===== src/rtl/eva_pkg.sv =====
// ----------------------------------------------------------------------------
// eva_pkg
// Shared widths, constants, microcode types and the control store of the
// eased value animator.
// ----------------------------------------------------------------------------
`default_nettype none

package eva_pkg;

  localparam int VALUE_W = 16;
  localparam int TIME_W  = 16;
  localparam int ADV_W   = 8;
  localparam int MODE_W  = 3;
  localparam int PROG_W  = 16;
  localparam int QUOT_W  = 15;
  localparam int CNT_W   = 4;
  localparam int MUL_W   = 18;
  localparam int PROD_W  = 2 * MUL_W;
  localparam int FRAC_W  = 15;
  localparam int RND_W   = PROD_W - FRAC_W;
  localparam int VSUM_W  = RND_W + 1;
  localparam int STEP_W  = 5;
  localparam int ADDR_W  = 4;
  localparam int DATA_W  = 32;

  localparam logic [PROG_W-1:0]       Q_ONE     = 16'h8000;
  localparam logic signed [MUL_W-1:0] Q_ONE_M   = 18'sd32768;
  localparam logic signed [MUL_W-1:0] BACK_C1   = 18'sd55757;
  localparam logic signed [MUL_W-1:0] BACK_C3   = 18'sd88525;
  localparam logic [PROD_W-1:0]       RND_HALF  = 36'd16384;
  localparam logic [CNT_W-1:0]        DIV_STEPS = 4'd15;

  localparam logic [MODE_W-1:0] MODE_NONE  = 3'd0;
  localparam logic [MODE_W-1:0] MODE_BACK  = 3'd1;
  localparam logic [MODE_W-1:0] MODE_CIN   = 3'd2;
  localparam logic [MODE_W-1:0] MODE_COUT  = 3'd3;

  localparam logic [1:0] REG_ANIM_MODE   = 2'd0;
  localparam logic [1:0] REG_START_VALUE = 2'd1;
  localparam logic [1:0] REG_END_VALUE   = 2'd2;
  localparam logic [1:0] REG_DURATION    = 2'd3;

  // Control store addresses.
  localparam logic [STEP_W-1:0] S_ENTRY   = 5'd0;
  localparam logic [STEP_W-1:0] S_DIVGO   = 5'd1;
  localparam logic [STEP_W-1:0] S_DIVWAIT = 5'd2;
  localparam logic [STEP_W-1:0] S_LOADT   = 5'd3;
  localparam logic [STEP_W-1:0] S_BACK0   = 5'd4;
  localparam logic [STEP_W-1:0] S_BACK1   = 5'd5;
  localparam logic [STEP_W-1:0] S_BACK2   = 5'd6;
  localparam logic [STEP_W-1:0] S_BACK3   = 5'd7;
  localparam logic [STEP_W-1:0] S_BACK4   = 5'd8;
  localparam logic [STEP_W-1:0] S_BACK5   = 5'd9;
  localparam logic [STEP_W-1:0] S_BACK6   = 5'd10;
  localparam logic [STEP_W-1:0] S_BACK7   = 5'd11;
  localparam logic [STEP_W-1:0] S_CIN0    = 5'd12;
  localparam logic [STEP_W-1:0] S_CIN1    = 5'd13;
  localparam logic [STEP_W-1:0] S_CIN2    = 5'd14;
  localparam logic [STEP_W-1:0] S_CIN3    = 5'd15;
  localparam logic [STEP_W-1:0] S_COUT0   = 5'd16;
  localparam logic [STEP_W-1:0] S_COUT1   = 5'd17;
  localparam logic [STEP_W-1:0] S_COUT2   = 5'd18;
  localparam logic [STEP_W-1:0] S_COUT3   = 5'd19;
  localparam logic [STEP_W-1:0] S_COUT4   = 5'd20;
  localparam logic [STEP_W-1:0] S_LIN     = 5'd21;
  localparam logic [STEP_W-1:0] S_INTERP0 = 5'd22;
  localparam logic [STEP_W-1:0] S_INTERP1 = 5'd23;
  localparam logic [STEP_W-1:0] S_END     = 5'd24;

  typedef enum logic [3:0] {
    ALU_NOP       = 4'd0,
    ALU_ENTRY     = 4'd1,
    ALU_LOAD_T    = 4'd2,
    ALU_F_T_M1    = 4'd3,
    ALU_F_ONE_MT  = 4'd4,
    ALU_F_RND     = 4'd5,
    ALU_F2_RND    = 4'd6,
    ALU_E_ONE_ADD = 4'd7,
    ALU_E_ONE_SUB = 4'd8,
    ALU_E_ADD     = 4'd9,
    ALU_E_RND     = 4'd10,
    ALU_E_T       = 4'd11,
    ALU_VALUE     = 4'd12
  } alu_op_t;

  typedef enum logic [2:0] {
    SEL_T    = 3'd0,
    SEL_F    = 3'd1,
    SEL_F2   = 3'd2,
    SEL_E    = 3'd3,
    SEL_C1   = 3'd4,
    SEL_C3   = 3'd5,
    SEL_DIFF = 3'd6
  } mul_sel_t;

  typedef enum logic [2:0] {
    J_NEXT     = 3'd0,
    J_GOTO     = 3'd1,
    J_ENTRY    = 3'd2,
    J_WAIT_DIV = 3'd3,
    J_MODE     = 3'd4,
    J_END      = 3'd5
  } jump_t;

  // Datapath control travelling from the sequencer.
  typedef struct packed {
    alu_op_t  alu;
    logic     mul_en;
    mul_sel_t mul_a;
    mul_sel_t mul_b;
    logic     div_start;
  } ctrl_t;

  // One word of the control store.
  typedef struct packed {
    ctrl_t             ctrl;
    jump_t             jump;
    logic [STEP_W-1:0] target;
  } ucode_t;

  // Status returned by the datapath.
  typedef struct packed {
    logic div_busy;
    logic done;
  } status_t;

  function automatic ctrl_t ctrl_nop();
    ctrl_t c;
    c.alu       = ALU_NOP;
    c.mul_en    = 1'b0;
    c.mul_a     = SEL_T;
    c.mul_b     = SEL_T;
    c.div_start = 1'b0;
    return c;
  endfunction

  function automatic ucode_t ucode_word(input logic [STEP_W-1:0] step);
    ucode_t w;
    w.ctrl   = ctrl_nop();
    w.jump   = J_NEXT;
    w.target = S_END;
    unique case (step)
      S_ENTRY: begin
        w.ctrl.alu = ALU_ENTRY;
        w.jump     = J_ENTRY;
      end
      S_DIVGO:   w.ctrl.div_start = 1'b1;
      S_DIVWAIT: w.jump = J_WAIT_DIV;
      S_LOADT: begin
        w.ctrl.alu = ALU_LOAD_T;
        w.jump     = J_MODE;
      end
      // Back overshoot: 1 + c3*f^3 + c1*f^2 with f = t - 1.
      S_BACK0: w.ctrl.alu = ALU_F_T_M1;
      S_BACK1: begin
        w.ctrl.mul_en = 1'b1;
        w.ctrl.mul_a  = SEL_F;
        w.ctrl.mul_b  = SEL_F;
      end
      S_BACK2: w.ctrl.alu = ALU_F2_RND;
      S_BACK3: begin
        w.ctrl.mul_en = 1'b1;
        w.ctrl.mul_a  = SEL_F2;
        w.ctrl.mul_b  = SEL_F;
      end
      S_BACK4: w.ctrl.alu = ALU_F_RND;
      S_BACK5: begin
        w.ctrl.mul_en = 1'b1;
        w.ctrl.mul_a  = SEL_C3;
        w.ctrl.mul_b  = SEL_F;
      end
      S_BACK6: begin
        w.ctrl.alu    = ALU_E_ONE_ADD;
        w.ctrl.mul_en = 1'b1;
        w.ctrl.mul_a  = SEL_C1;
        w.ctrl.mul_b  = SEL_F2;
      end
      S_BACK7: begin
        w.ctrl.alu = ALU_E_ADD;
        w.jump     = J_GOTO;
        w.target   = S_INTERP0;
      end
      // Cubic in: t^3.
      S_CIN0: begin
        w.ctrl.mul_en = 1'b1;
        w.ctrl.mul_a  = SEL_T;
        w.ctrl.mul_b  = SEL_T;
      end
      S_CIN1: w.ctrl.alu = ALU_F_RND;
      S_CIN2: begin
        w.ctrl.mul_en = 1'b1;
        w.ctrl.mul_a  = SEL_F;
        w.ctrl.mul_b  = SEL_T;
      end
      S_CIN3: begin
        w.ctrl.alu = ALU_E_RND;
        w.jump     = J_GOTO;
        w.target   = S_INTERP0;
      end
      // Cubic out: 1 - (1 - t)^3.
      S_COUT0: w.ctrl.alu = ALU_F_ONE_MT;
      S_COUT1: begin
        w.ctrl.mul_en = 1'b1;
        w.ctrl.mul_a  = SEL_F;
        w.ctrl.mul_b  = SEL_F;
      end
      S_COUT2: w.ctrl.alu = ALU_F2_RND;
      S_COUT3: begin
        w.ctrl.mul_en = 1'b1;
        w.ctrl.mul_a  = SEL_F2;
        w.ctrl.mul_b  = SEL_F;
      end
      S_COUT4: begin
        w.ctrl.alu = ALU_E_ONE_SUB;
        w.jump     = J_GOTO;
        w.target   = S_INTERP0;
      end
      S_LIN: w.ctrl.alu = ALU_E_T;
      S_INTERP0: begin
        w.ctrl.mul_en = 1'b1;
        w.ctrl.mul_a  = SEL_DIFF;
        w.ctrl.mul_b  = SEL_E;
      end
      S_INTERP1: w.ctrl.alu = ALU_VALUE;
      default:   w.jump = J_END;
    endcase
    return w;
  endfunction

endpackage

`default_nettype wire


===== src/rtl/eva_div.sv =====
// ----------------------------------------------------------------------------
// eva_div
// Restoring divider producing the 15-bit fraction (dividend << 15) / divisor,
// one quotient bit per cycle.
// ----------------------------------------------------------------------------
`default_nettype none

module eva_div
  import eva_pkg::*;
(
  input  logic              clk,
  input  logic              rst_n,
  input  logic              start,
  input  logic [TIME_W-1:0] dividend,
  input  logic [TIME_W-1:0] divisor,
  output logic              busy,
  output logic [QUOT_W-1:0] quot
);

  logic [TIME_W:0]   rem_r;
  logic [TIME_W:0]   rem_nxt;
  logic [QUOT_W-1:0] quot_r;
  logic [QUOT_W-1:0] quot_nxt;
  logic [CNT_W-1:0]  cnt_r;
  logic [TIME_W:0]   shifted;

  // The partial remainder stays below the divisor, so doubling it fits.
  always_comb begin
    shifted = {rem_r[TIME_W-1:0], 1'b0};
    if (shifted >= {1'b0, divisor}) begin
      rem_nxt  = shifted - {1'b0, divisor};
      quot_nxt = {quot_r[QUOT_W-2:0], 1'b1};
    end else begin
      rem_nxt  = shifted;
      quot_nxt = {quot_r[QUOT_W-2:0], 1'b0};
    end
  end

  always_ff @(posedge clk) begin
    if (!rst_n) begin
      cnt_r <= '0;
    end else if (start) begin
      cnt_r <= DIV_STEPS;
    end else if (cnt_r != '0) begin
      cnt_r <= cnt_r - 1'b1;
    end
  end

  always_ff @(posedge clk) begin
    if (start) begin
      rem_r  <= {1'b0, dividend};
      quot_r <= '0;
    end else if (cnt_r != '0) begin
      rem_r  <= rem_nxt;
      quot_r <= quot_nxt;
    end
  end

  assign busy = (cnt_r != '0);
  assign quot = quot_r;

endmodule

`default_nettype wire


===== src/rtl/eva_dp.sv =====
// ----------------------------------------------------------------------------
// eva_dp
// Animator datapath: timing state, progress divider, shared rounding
// multiplier, easing registers and the saturating interpolator.
// ----------------------------------------------------------------------------
`default_nettype none

module eva_dp
  import eva_pkg::*;
(
  input  logic                      clk,
  input  logic                      rst_n,
  input  ctrl_t                     ctrl,
  input  logic                      req_restart,
  input  logic [ADV_W-1:0]          advance,
  input  logic signed [VALUE_W-1:0] start_value,
  input  logic signed [VALUE_W-1:0] end_value,
  input  logic [TIME_W-1:0]         duration,
  output status_t                   status,
  output logic signed [VALUE_W-1:0] held_value,
  output logic                      finished,
  output logic [PROG_W-1:0]         progress
);

  localparam logic signed [VSUM_W-1:0] VMAX = 22'sd32767;
  localparam logic signed [VSUM_W-1:0] VMIN = -22'sd32768;

  logic [TIME_W-1:0]         elapsed_r;
  logic                      done_r;
  logic signed [VALUE_W-1:0] held_r;
  logic [PROG_W-1:0]         t_r;
  logic                      complete_r;
  logic signed [MUL_W-1:0]   f_r;
  logic signed [MUL_W-1:0]   f2_r;
  logic signed [MUL_W-1:0]   e_r;
  logic signed [PROD_W-1:0]  prod_r;

  logic [TIME_W:0]           el_sum;
  logic [TIME_W-1:0]         el_nxt;
  logic                      complete_now;
  logic                      div_busy;
  logic [QUOT_W-1:0]         quot;
  logic [VALUE_W:0]          diff;
  logic signed [MUL_W-1:0]   opa;
  logic signed [MUL_W-1:0]   opb;
  logic [PROD_W-1:0]         mag;
  logic [PROD_W-1:0]         rsum;
  logic [RND_W-1:0]          rq;
  logic signed [RND_W-1:0]   rnd;
  logic signed [MUL_W-1:0]   rnd_m;
  logic signed [VSUM_W-1:0]  vsum;
  logic signed [VALUE_W-1:0] vsat;

  eva_div u_div (
    .clk      (clk),
    .rst_n    (rst_n),
    .start    (ctrl.div_start),
    .dividend (elapsed_r),
    .divisor  (duration),
    .busy     (div_busy),
    .quot     (quot)
  );

  // Elapsed time saturates at its all-ones maximum.
  assign el_sum = {1'b0, elapsed_r} + {{(TIME_W + 1 - ADV_W){1'b0}}, advance};
  assign el_nxt = el_sum[TIME_W] ? {TIME_W{1'b1}} : el_sum[TIME_W-1:0];

  assign complete_now = (duration == '0) || (elapsed_r >= duration);

  assign diff = {end_value[VALUE_W-1], end_value} - {start_value[VALUE_W-1], start_value};

  always_comb begin
    case (ctrl.mul_a)
      SEL_T:    opa = $signed({2'b00, t_r});
      SEL_F:    opa = f_r;
      SEL_F2:   opa = f2_r;
      SEL_E:    opa = e_r;
      SEL_C1:   opa = BACK_C1;
      SEL_C3:   opa = BACK_C3;
      SEL_DIFF: opa = $signed({diff[VALUE_W], diff});
      default:  opa = '0;
    endcase
    case (ctrl.mul_b)
      SEL_T:    opb = $signed({2'b00, t_r});
      SEL_F:    opb = f_r;
      SEL_F2:   opb = f2_r;
      SEL_E:    opb = e_r;
      SEL_C1:   opb = BACK_C1;
      SEL_C3:   opb = BACK_C3;
      SEL_DIFF: opb = $signed({diff[VALUE_W], diff});
      default:  opb = '0;
    endcase
  end

  always_ff @(posedge clk) begin
    if (ctrl.mul_en) begin
      prod_r <= opa * opb;
    end
  end

  // Q15 rescale of the product, halves rounded away from zero.
  always_comb begin
    mag   = prod_r[PROD_W-1] ? (~prod_r + 1'b1) : prod_r;
    rsum  = mag + RND_HALF;
    rq    = rsum[PROD_W-1:FRAC_W];
    rnd   = prod_r[PROD_W-1] ? -$signed(rq) : $signed(rq);
    rnd_m = rnd[MUL_W-1:0];
  end

  always_comb begin
    vsum = {{(VSUM_W - VALUE_W){start_value[VALUE_W-1]}}, start_value}
         + {rnd[RND_W-1], rnd};
    if (vsum > VMAX) begin
      vsat = VMAX[VALUE_W-1:0];
    end else if (vsum < VMIN) begin
      vsat = VMIN[VALUE_W-1:0];
    end else begin
      vsat = vsum[VALUE_W-1:0];
    end
  end

  always_ff @(posedge clk) begin
    if (!rst_n) begin
      elapsed_r <= '0;
      done_r    <= 1'b0;
      held_r    <= '0;
    end else begin
      case (ctrl.alu)
        ALU_ENTRY: begin
          if (req_restart) begin
            elapsed_r <= '0;
            done_r    <= 1'b0;
            held_r    <= start_value;
          end else if (!done_r) begin
            elapsed_r <= el_nxt;
          end
        end
        ALU_VALUE: begin
          held_r <= vsat;
          if (complete_r) begin
            done_r <= 1'b1;
          end
        end
        default: ;
      endcase
    end
  end

  always_ff @(posedge clk) begin
    case (ctrl.alu)
      ALU_ENTRY: begin
        if (req_restart) begin
          t_r <= '0;
        end else if (done_r) begin
          t_r <= Q_ONE;
        end
      end
      ALU_LOAD_T: begin
        complete_r <= complete_now;
        t_r        <= complete_now ? Q_ONE : {1'b0, quot};
      end
      ALU_F_T_M1:    f_r  <= $signed({2'b00, t_r}) - Q_ONE_M;
      ALU_F_ONE_MT:  f_r  <= Q_ONE_M - $signed({2'b00, t_r});
      ALU_F_RND:     f_r  <= rnd_m;
      ALU_F2_RND:    f2_r <= rnd_m;
      ALU_E_ONE_ADD: e_r  <= Q_ONE_M + rnd_m;
      ALU_E_ONE_SUB: e_r  <= Q_ONE_M - rnd_m;
      ALU_E_ADD:     e_r  <= e_r + rnd_m;
      ALU_E_RND:     e_r  <= rnd_m;
      ALU_E_T:       e_r  <= $signed({2'b00, t_r});
      default: ;
    endcase
  end

  assign status.div_busy = div_busy;
  assign status.done     = done_r;
  assign held_value      = held_r;
  assign finished        = done_r;
  assign progress        = t_r;

endmodule

`default_nettype wire


===== src/rtl/eva_seq.sv =====
// ----------------------------------------------------------------------------
// eva_seq
// Microprogram sequencer: step counter, control store lookup and the
// conditional jumps that steer the datapath through one request.
// ----------------------------------------------------------------------------
`default_nettype none

module eva_seq
  import eva_pkg::*;
(
  input  logic              clk,
  input  logic              rst_n,
  input  logic              start,
  input  logic              req_restart,
  input  logic [MODE_W-1:0] mode,
  input  status_t           status,
  input  logic              out_free,
  output ctrl_t             ctrl,
  output logic              emit,
  output logic              busy
);

  logic              busy_r;
  logic              busy_nxt;
  logic [STEP_W-1:0] pc_r;
  logic [STEP_W-1:0] pc_nxt;
  logic [STEP_W-1:0] pc_inc;
  logic [STEP_W-1:0] mode_target;
  ucode_t            word;

  assign word   = ucode_word(pc_r);
  assign pc_inc = pc_r + 1'b1;

  always_comb begin
    unique case (mode)
      MODE_NONE: mode_target = S_END;
      MODE_BACK: mode_target = S_BACK0;
      MODE_CIN:  mode_target = S_CIN0;
      MODE_COUT: mode_target = S_COUT0;
      default:   mode_target = S_LIN;
    endcase
  end

  always_comb begin
    busy_nxt = busy_r;
    pc_nxt   = pc_r;
    emit     = 1'b0;
    if (!busy_r) begin
      if (start) begin
        busy_nxt = 1'b1;
        pc_nxt   = S_ENTRY;
      end
    end else begin
      case (word.jump)
        J_NEXT:     pc_nxt = pc_inc;
        J_GOTO:     pc_nxt = word.target;
        J_ENTRY:    pc_nxt = (req_restart || status.done) ? S_END : pc_inc;
        J_WAIT_DIV: pc_nxt = status.div_busy ? pc_r : pc_inc;
        J_MODE:     pc_nxt = mode_target;
        J_END: begin
          if (out_free) begin
            emit     = 1'b1;
            busy_nxt = 1'b0;
          end
        end
        default:    pc_nxt = S_END;
      endcase
    end
  end

  always_ff @(posedge clk) begin
    if (!rst_n) begin
      busy_r <= 1'b0;
      pc_r   <= S_ENTRY;
    end else begin
      busy_r <= busy_nxt;
      pc_r   <= pc_nxt;
    end
  end

  assign ctrl = busy_r ? word.ctrl : ctrl_nop();
  assign busy = busy_r;

endmodule

`default_nettype wire


===== src/rtl/eased_value_animator_core.sv =====
// ----------------------------------------------------------------------------
// eased_value_animator_core
// Moves one value from a start value to an end value over a programmed
// duration, shaped by a selectable easing curve.
// ----------------------------------------------------------------------------
// Usage. Configure anim_mode, start_value, end_value and duration over the
// APB-style port while the block is idle. Each request on the in_ channel is
// either a restart or a tick that adds in_advance_ms milliseconds; each one
// yields exactly one result on the out_ channel carrying the current value,
// the finished flag and the linear progress in Q1.15.
// Timing. A restart, or a tick after the animation has finished, skips from
// the entry step straight to the end step. An ordinary tick starts the
// progress divider, waits out its 15 quotient steps and then runs the
// microprogram steps of the selected curve. One request is in flight at a
// time; in_stall stays high until its result has been loaded and drops at
// that edge.
// Stalls. The result sits in an output register; a new request is accepted
// while it waits, but its result is held back, with in_stall high, until
// out_stall drops.
// Reset. A synchronous active-low reset clears the timing state, the
// registers (duration returns to 1000 ms) and empties the output register.
// ----------------------------------------------------------------------------
`default_nettype none

module eased_value_animator_core
  import eva_pkg::*;
(
  input  logic                      clk,
  input  logic                      rst_n,
  // Request channel.
  input  logic                      in_valid,
  output logic                      in_stall,
  input  logic                      in_req_type,
  input  logic [ADV_W-1:0]          in_advance_ms,
  // Result channel.
  output logic                      out_valid,
  input  logic                      out_stall,
  output logic signed [VALUE_W-1:0] out_value_out,
  output logic                      out_finished,
  output logic [PROG_W-1:0]         out_progress,
  // Configuration port.
  input  logic                      psel,
  input  logic                      penable,
  input  logic                      pwrite,
  input  logic [ADDR_W-1:0]         paddr,
  input  logic [DATA_W-1:0]         pwdata,
  output logic [DATA_W-1:0]         prdata,
  output logic                      pready
);

  localparam logic [TIME_W-1:0] DURATION_RESET = 16'd1000;

  logic [MODE_W-1:0]         mode_r;
  logic signed [VALUE_W-1:0] start_r;
  logic signed [VALUE_W-1:0] end_r;
  logic [TIME_W-1:0]         dur_r;
  logic                      req_r;
  logic [ADV_W-1:0]          adv_r;
  logic                      out_valid_r;
  logic signed [VALUE_W-1:0] out_value_r;
  logic                      out_finished_r;
  logic [PROG_W-1:0]         out_progress_r;

  logic                      cfg_write;
  logic                      in_accept;
  logic                      out_free;
  logic                      seq_busy;
  logic                      seq_emit;
  ctrl_t                     ctrl;
  status_t                   status;
  logic signed [VALUE_W-1:0] dp_value;
  logic                      dp_finished;
  logic [PROG_W-1:0]         dp_progress;

  // Configuration registers. Writes complete in the access phase.
  assign pready    = 1'b1;
  assign cfg_write = psel && penable && pwrite;

  always_ff @(posedge clk) begin
    if (!rst_n) begin
      mode_r  <= MODE_NONE;
      start_r <= '0;
      end_r   <= '0;
      dur_r   <= DURATION_RESET;
    end else if (cfg_write) begin
      unique case (paddr[3:2])
        REG_ANIM_MODE:   mode_r  <= pwdata[MODE_W-1:0];
        REG_START_VALUE: start_r <= pwdata[VALUE_W-1:0];
        REG_END_VALUE:   end_r   <= pwdata[VALUE_W-1:0];
        REG_DURATION:    dur_r   <= pwdata[TIME_W-1:0];
        default: ;
      endcase
    end
  end

  always_comb begin
    unique case (paddr[3:2])
      REG_ANIM_MODE:   prdata = {{(DATA_W - MODE_W){1'b0}}, mode_r};
      REG_START_VALUE: prdata = {{(DATA_W - VALUE_W){1'b0}}, start_r};
      REG_END_VALUE:   prdata = {{(DATA_W - VALUE_W){1'b0}}, end_r};
      REG_DURATION:    prdata = {{(DATA_W - TIME_W){1'b0}}, dur_r};
      default:         prdata = '0;
    endcase
  end

  // The request is captured on acceptance and held for the whole program.
  assign in_stall  = seq_busy;
  assign in_accept = in_valid && !seq_busy;

  always_ff @(posedge clk) begin
    if (in_accept) begin
      req_r <= in_req_type;
      adv_r <= in_advance_ms;
    end
  end

  // The output register can take a new result when it is empty or is being
  // drained in this very cycle.
  assign out_free = !out_valid_r || !out_stall;

  eva_seq u_seq (
    .clk         (clk),
    .rst_n       (rst_n),
    .start       (in_accept),
    .req_restart (req_r),
    .mode        (mode_r),
    .status      (status),
    .out_free    (out_free),
    .ctrl        (ctrl),
    .emit        (seq_emit),
    .busy        (seq_busy)
  );

  eva_dp u_dp (
    .clk         (clk),
    .rst_n       (rst_n),
    .ctrl        (ctrl),
    .req_restart (req_r),
    .advance     (adv_r),
    .start_value (start_r),
    .end_value   (end_r),
    .duration    (dur_r),
    .status      (status),
    .held_value  (dp_value),
    .finished    (dp_finished),
    .progress    (dp_progress)
  );

  always_ff @(posedge clk) begin
    if (!rst_n) begin
      out_valid_r <= 1'b0;
    end else if (seq_emit) begin
      out_valid_r <= 1'b1;
    end else if (!out_stall) begin
      out_valid_r <= 1'b0;
    end
  end

  always_ff @(posedge clk) begin
    if (seq_emit) begin
      out_value_r    <= dp_value;
      out_finished_r <= dp_finished;
      out_progress_r <= dp_progress;
    end
  end

  assign out_valid     = out_valid_r;
  assign out_value_out = out_value_r;
  assign out_finished  = out_finished_r;
  assign out_progress  = out_progress_r;

endmodule

`default_nettype wire

===== config.mk =====
export PLATFORM = sky130hd
export DESIGN_NAME = eased_value_animator_core
export DESIGN_NICKNAME = d
export VERILOG_FILES = /design/src/rtl/eva_pkg.sv /design/src/rtl/eva_div.sv /design/src/rtl/eva_dp.sv /design/src/rtl/eva_seq.sv /design/src/rtl/eased_value_animator_core.sv
export SDC_FILE = /design/constraint.sdc
export NUM_CORES = 2
export LEC_CHECK = 0
export BUFFER_PORTS_ARGS = -buffer_cell sky130_fd_sc_hd__buf_2
export CAP_MARGIN = 20
export CORE_ASPECT_RATIO = 0.5
export CORE_MARGIN = 3
export CORE_UTILIZATION = 60
export CTS_BUF_LIST = sky130_fd_sc_hd__clkbuf_16
export DETAILED_ROUTE_END_ITERATION = 8
export GPL_TIMING_DRIVEN = 0
export MAX_ROUTING_LAYER = met4
export PLACE_DENSITY = 0.89
export SLEW_MARGIN = 20
export SYNTH_ARGS = -nofsm -noshare
export SYNTH_HDL_FRONTEND = slang
export SYNTH_SLANG_ARGS = --single-unit

===== constraint.sdc =====
create_clock -name clk -period 13 [get_ports clk]
set_input_delay 3.9 -clock clk [delete_from_list [all_inputs] [get_ports clk]]
set_output_delay 3.9 -clock clk [all_outputs]
set_load 0.05 [all_outputs]

==> flow_metrics.py <==
metrics = {
    "outcome": {
        "status": "completed",
    },
    "route": {
        "final_antenna_net_count": 0,
        "drtIter0Drc": 3187,
        "finalWirelength_mm": 99.81,
        "firstDrtPassIters": 7,
        "viasPerCell": 6.313,
        "vias": 27864,
        "routedWlPerCell_um": 22.61,
        "drc": 0,
    },
    "timing": {
        "relSlewSlack_pct": 20.67,
        "fin_skew_ns": 0.02732,
        "fin_crit_ns": 12.09,
        "fmax_mhz": 82.73,
        "fin_crit_sh_pct": 92.98,
        "slew_violations": 0,
        "final-setup-viol-count": 0,
        "fin_setup_tns_ns": 0,
        "worst_slew_pin_slew_ns": 1.182,
        "hold_viol": 0,
        "hold_slack_ns": 0.4527,
        "rsz0062_at_grt": "false",
    },
    "worst_setup_path": {
        "r2r_slack_ns": 0.91,
        "cp_slowest_cell": "a221oi_1",
        "cp_common_cell": "fa_1",
        "crit_arrival_ns": 12.46,
        "reg2reg_depth": 40,
        "crit_path_max_incr_delay_ns": 0.57,
        "crit_path_start_kind": "register",
        "r2r_end": "u_dp.prod_r[34]",
        "crit_type": "reg -> reg",
        "cp.required_ns": 13.38,
        "rr_startpoint": "u_seq.pc_r[0]",
        "worst_setup_path_end_kind": "register",
        "path_max_fanout": 37,
    },
    "pwr": {
        "pwr-share-seq_pct": 21.5,
        "powerDensity_nw_per_um2": 167.8,
        "switching_power_w": 0.002605,
        "combPwrFrac_pct": 63.9,
        "clkPwrFrac_pct": 14.6,
        "p_leak_nw": 14.96,
        "vdd_drop_max_uv": 250.9,
        "switching_share_pct": 46.14,
        "intPower_w": 0.003041,
    },
    "placement": {
        "routabilityCongestion": 1.041,
        "port_buffers": 83,
        "dpl.hpwl_mm": 79.19,
    },
    "clock_network": {
        "root_buffer": "clkbuf_16",
        "cts_resized": 0,
        "path_clk_slew_ns": 0.07,
        "htree_levels": 1,
        "cts_tree": "done",
        "clk_latency_ns": 0.62,
        "cts.sinks": 275,
        "cts_max_path_buffers": 3,
        "post_cts_buffers": 0,
        "numCtsBuffers": 27,
        "ctsHoldBuffers": 0,
    },
    "synthesis": {
        "yosysTopAreaCell": "fa_1",
        "ys_seq_area_share_pct": 23.04,
        "synth_top_area_share_pct": 21.59,
        "synthFlopType": "edfxtp_1",
        "syn_area_sq_um": 31060,
        "ys_warn_count": 0,
        "async_flop_share_pct": 0,
        "synth.avg_cell_area_sq_um": 8.741,
        "syn_inst": 3553,
        "synth.distinct_cells": 102,
        "ys_seq_elements": 275,
        "synth.area.top_cells": "fa_1 (22%), edfxtp_1 (16%), ha_1 (8.1%)",
        "synth.most_common_cell": "inv_1",
        "synth_edf_count": 165,
        "synthTopCellsByCount": "inv_1 (518), nand2_1 (452), nor2_1 (340)",
    },
    "final_layout": {
        "syn2layout_area_growth_pct": 8.347,
        "ff_latch_area_sq_um": 7157,
        "fillCellCount": 3955,
        "layout-drive-gt1-share_pct": 7.818,
        "multiInputGateArea_sq_um": 21470,
        "final_nets": 4288,
    },
    "floorplanning": {
        "die_y_um": 166.9,
        "core_area_sq_um": 50730,
        "die_x_um": 327.8,
        "start_util_pct": 61.23,
        "die_area_sq_um": 54700,
        "ioPinCount": 120,
        "placementRows": 58,
    },
    "hold_path": {
        "hp-class": "reg -> reg",
        "min_from": "u_dp.held_value[12]",
        "min_path_cells": 0,
        "hold_end": "out_value_out[12]",
    },
    "grt": {
        "antenna_found_initial": 1,
        "grt_pass1_wl_mm": 154.5,
        "track_usage_pct": 37.57,
        "grt-ovfl-total": 0,
        "grt_pass1_vias": 27543,
        "grt_start_max_net_pins": 38,
    },
    "job": {
        "max-cap-violations": 0,
    },
}
power groups by stage:
stage               combinational [W]  clock [W]  sequential, W
detailed placement            0.00356          0        0.00123
finish                        0.00361   0.000824        0.00121
CTS                           0.00358   0.000824        0.00121
global placement              0.00342          0        0.00123
floorplan                     0.00264          0        0.00122
global route                  0.00404   0.000860        0.00122
cell usage in the layout, fill, tap and decap left out, types with 110 or more instances in the layout:
cell,synthesis,layout
a21oi_1,223,219
edfxtp_1,165,165
ha_1,200,200
inv_1,518,521
dfxtp_1,110,110
o21ai_0,135,133
nand2_1,452,452
clkbuf_1,128,128
nor2_1,340,339
fa_1,335,335
per-stage QoR:
| stage | setup slack, ns | power [W] | cell area (sq um) | std cells | utilization, % |
|---|---|---|---|---|---|
| floorplan | 2.723 | 0.003856 | 31110 | 3568 | - |
| global placement | -1.445 | 0.004645 | 32390 | 4341 | 63.86 |
| detailed placement | 0.4462 | 0.004787 | 32710 | 4360 | 64.49 |
| CTS | 0.3593 | 0.005613 | 33610 | 4410 | 66.26 |
| global route | 0.07963 | 0.006122 | 33650 | 4413 | 66.33 |
| finish | 0.9122 | 0.005645 | 33650 | 4414 | 66.34 |
metal layers:
metal	GRT usage (%)	part of all wire (%)	wire [um]	vias up
li1	-	-	-	12178
met1	47.27	37	36570	13361
met3	8.934	13	12630	455
met2	55.71	44	43680	1870
met5	-	0	0	-
met4	21.60	6.9	6936	0
how the worst max path moves through the flow:
stage | startpoint | end | slack [ns] | cells past startpoint
finish | u_seq.pc_r[0] | u_dp.prod_r[34] | 0.91 | 40
global route | u_seq.pc_r[0] | u_dp.prod_r[34] | 0.08 | 40
CTS | u_seq.pc_r[0] | u_dp.prod_r[34] | 0.36 | 39
detailed placement | u_seq.pc_r[0] | u_dp.prod_r[34] | 0.45 | 39
global placement | u_seq.pc_r[0] | u_dp.prod_r[34] | -1.45 | 38
floorplan | u_seq.pc_r[0] | u_dp.prod_r[34] | 2.72 | 38
sequential cells by signal, indices dropped and copies added, names as in the netlist, 3 cells and up:
signal / cells
u_dp.held_value: 16
u_dp.f_r: 18
dur_r: 16
u_dp.u_div.rem_r: 16
u_dp.progress: 16
start_r: 16
end_r: 16
out_progress: 16
u_dp.f2_r: 18
u_dp.u_div.cnt_r: 4
u_dp.u_div.quot: 15
out_value_out: 16
u_dp.elapsed_r: 16
u_dp.e_r: 18
mode_r: 3
adv_r: 8
u_seq.pc_r: 5
u_dp.prod_r: 36
layout make-up:
class | instances | area share (%)
plain buffers | 163 | 2.093
inverters | 520 | 5.808
clock inverters | 19 | 0.3681
repair buffers | 104 | 1.781
well taps | 690 | 2.566
clock buffers | 31 | 2.305
multi-input cells | 2610 | 63.80
diodes | 2 | 0.01487
flip-flops and latches | 275 | 21.27
critical path: cells and delay by family (launching register included):
family | cells | cell delay (ns)
AOI/OAI and AO/OA | 12 | 3.80
xor gates and xnor gates | 1 | 0.23
adders and majority gates | 8 | 3.68
buffers and inverters | 10 | 2.14
DFF | 1 | 0.35
and+or+nand+nor | 9 | 1.65
logic make-up (layout without fill, tap and decap cells):
group | count (synthesis) | in the layout | synth area share [%]
and+or+nand+nor | 1115 | 1115 | 16.33
xor gates and xnor gates | 142 | 142 | 4.149
muxes | 64 | 64 | 2.256
AOI/OAI and AO/OA | 737 | 737 | 15.99
DFF | 275 | 275 | 23.04
other | 2 | 19 | 0.02418
buffers and inverters | 683 | 837 | 8.553
adders and majority gates | 535 | 535 | 29.65
(Power assumes the default switching activity.)
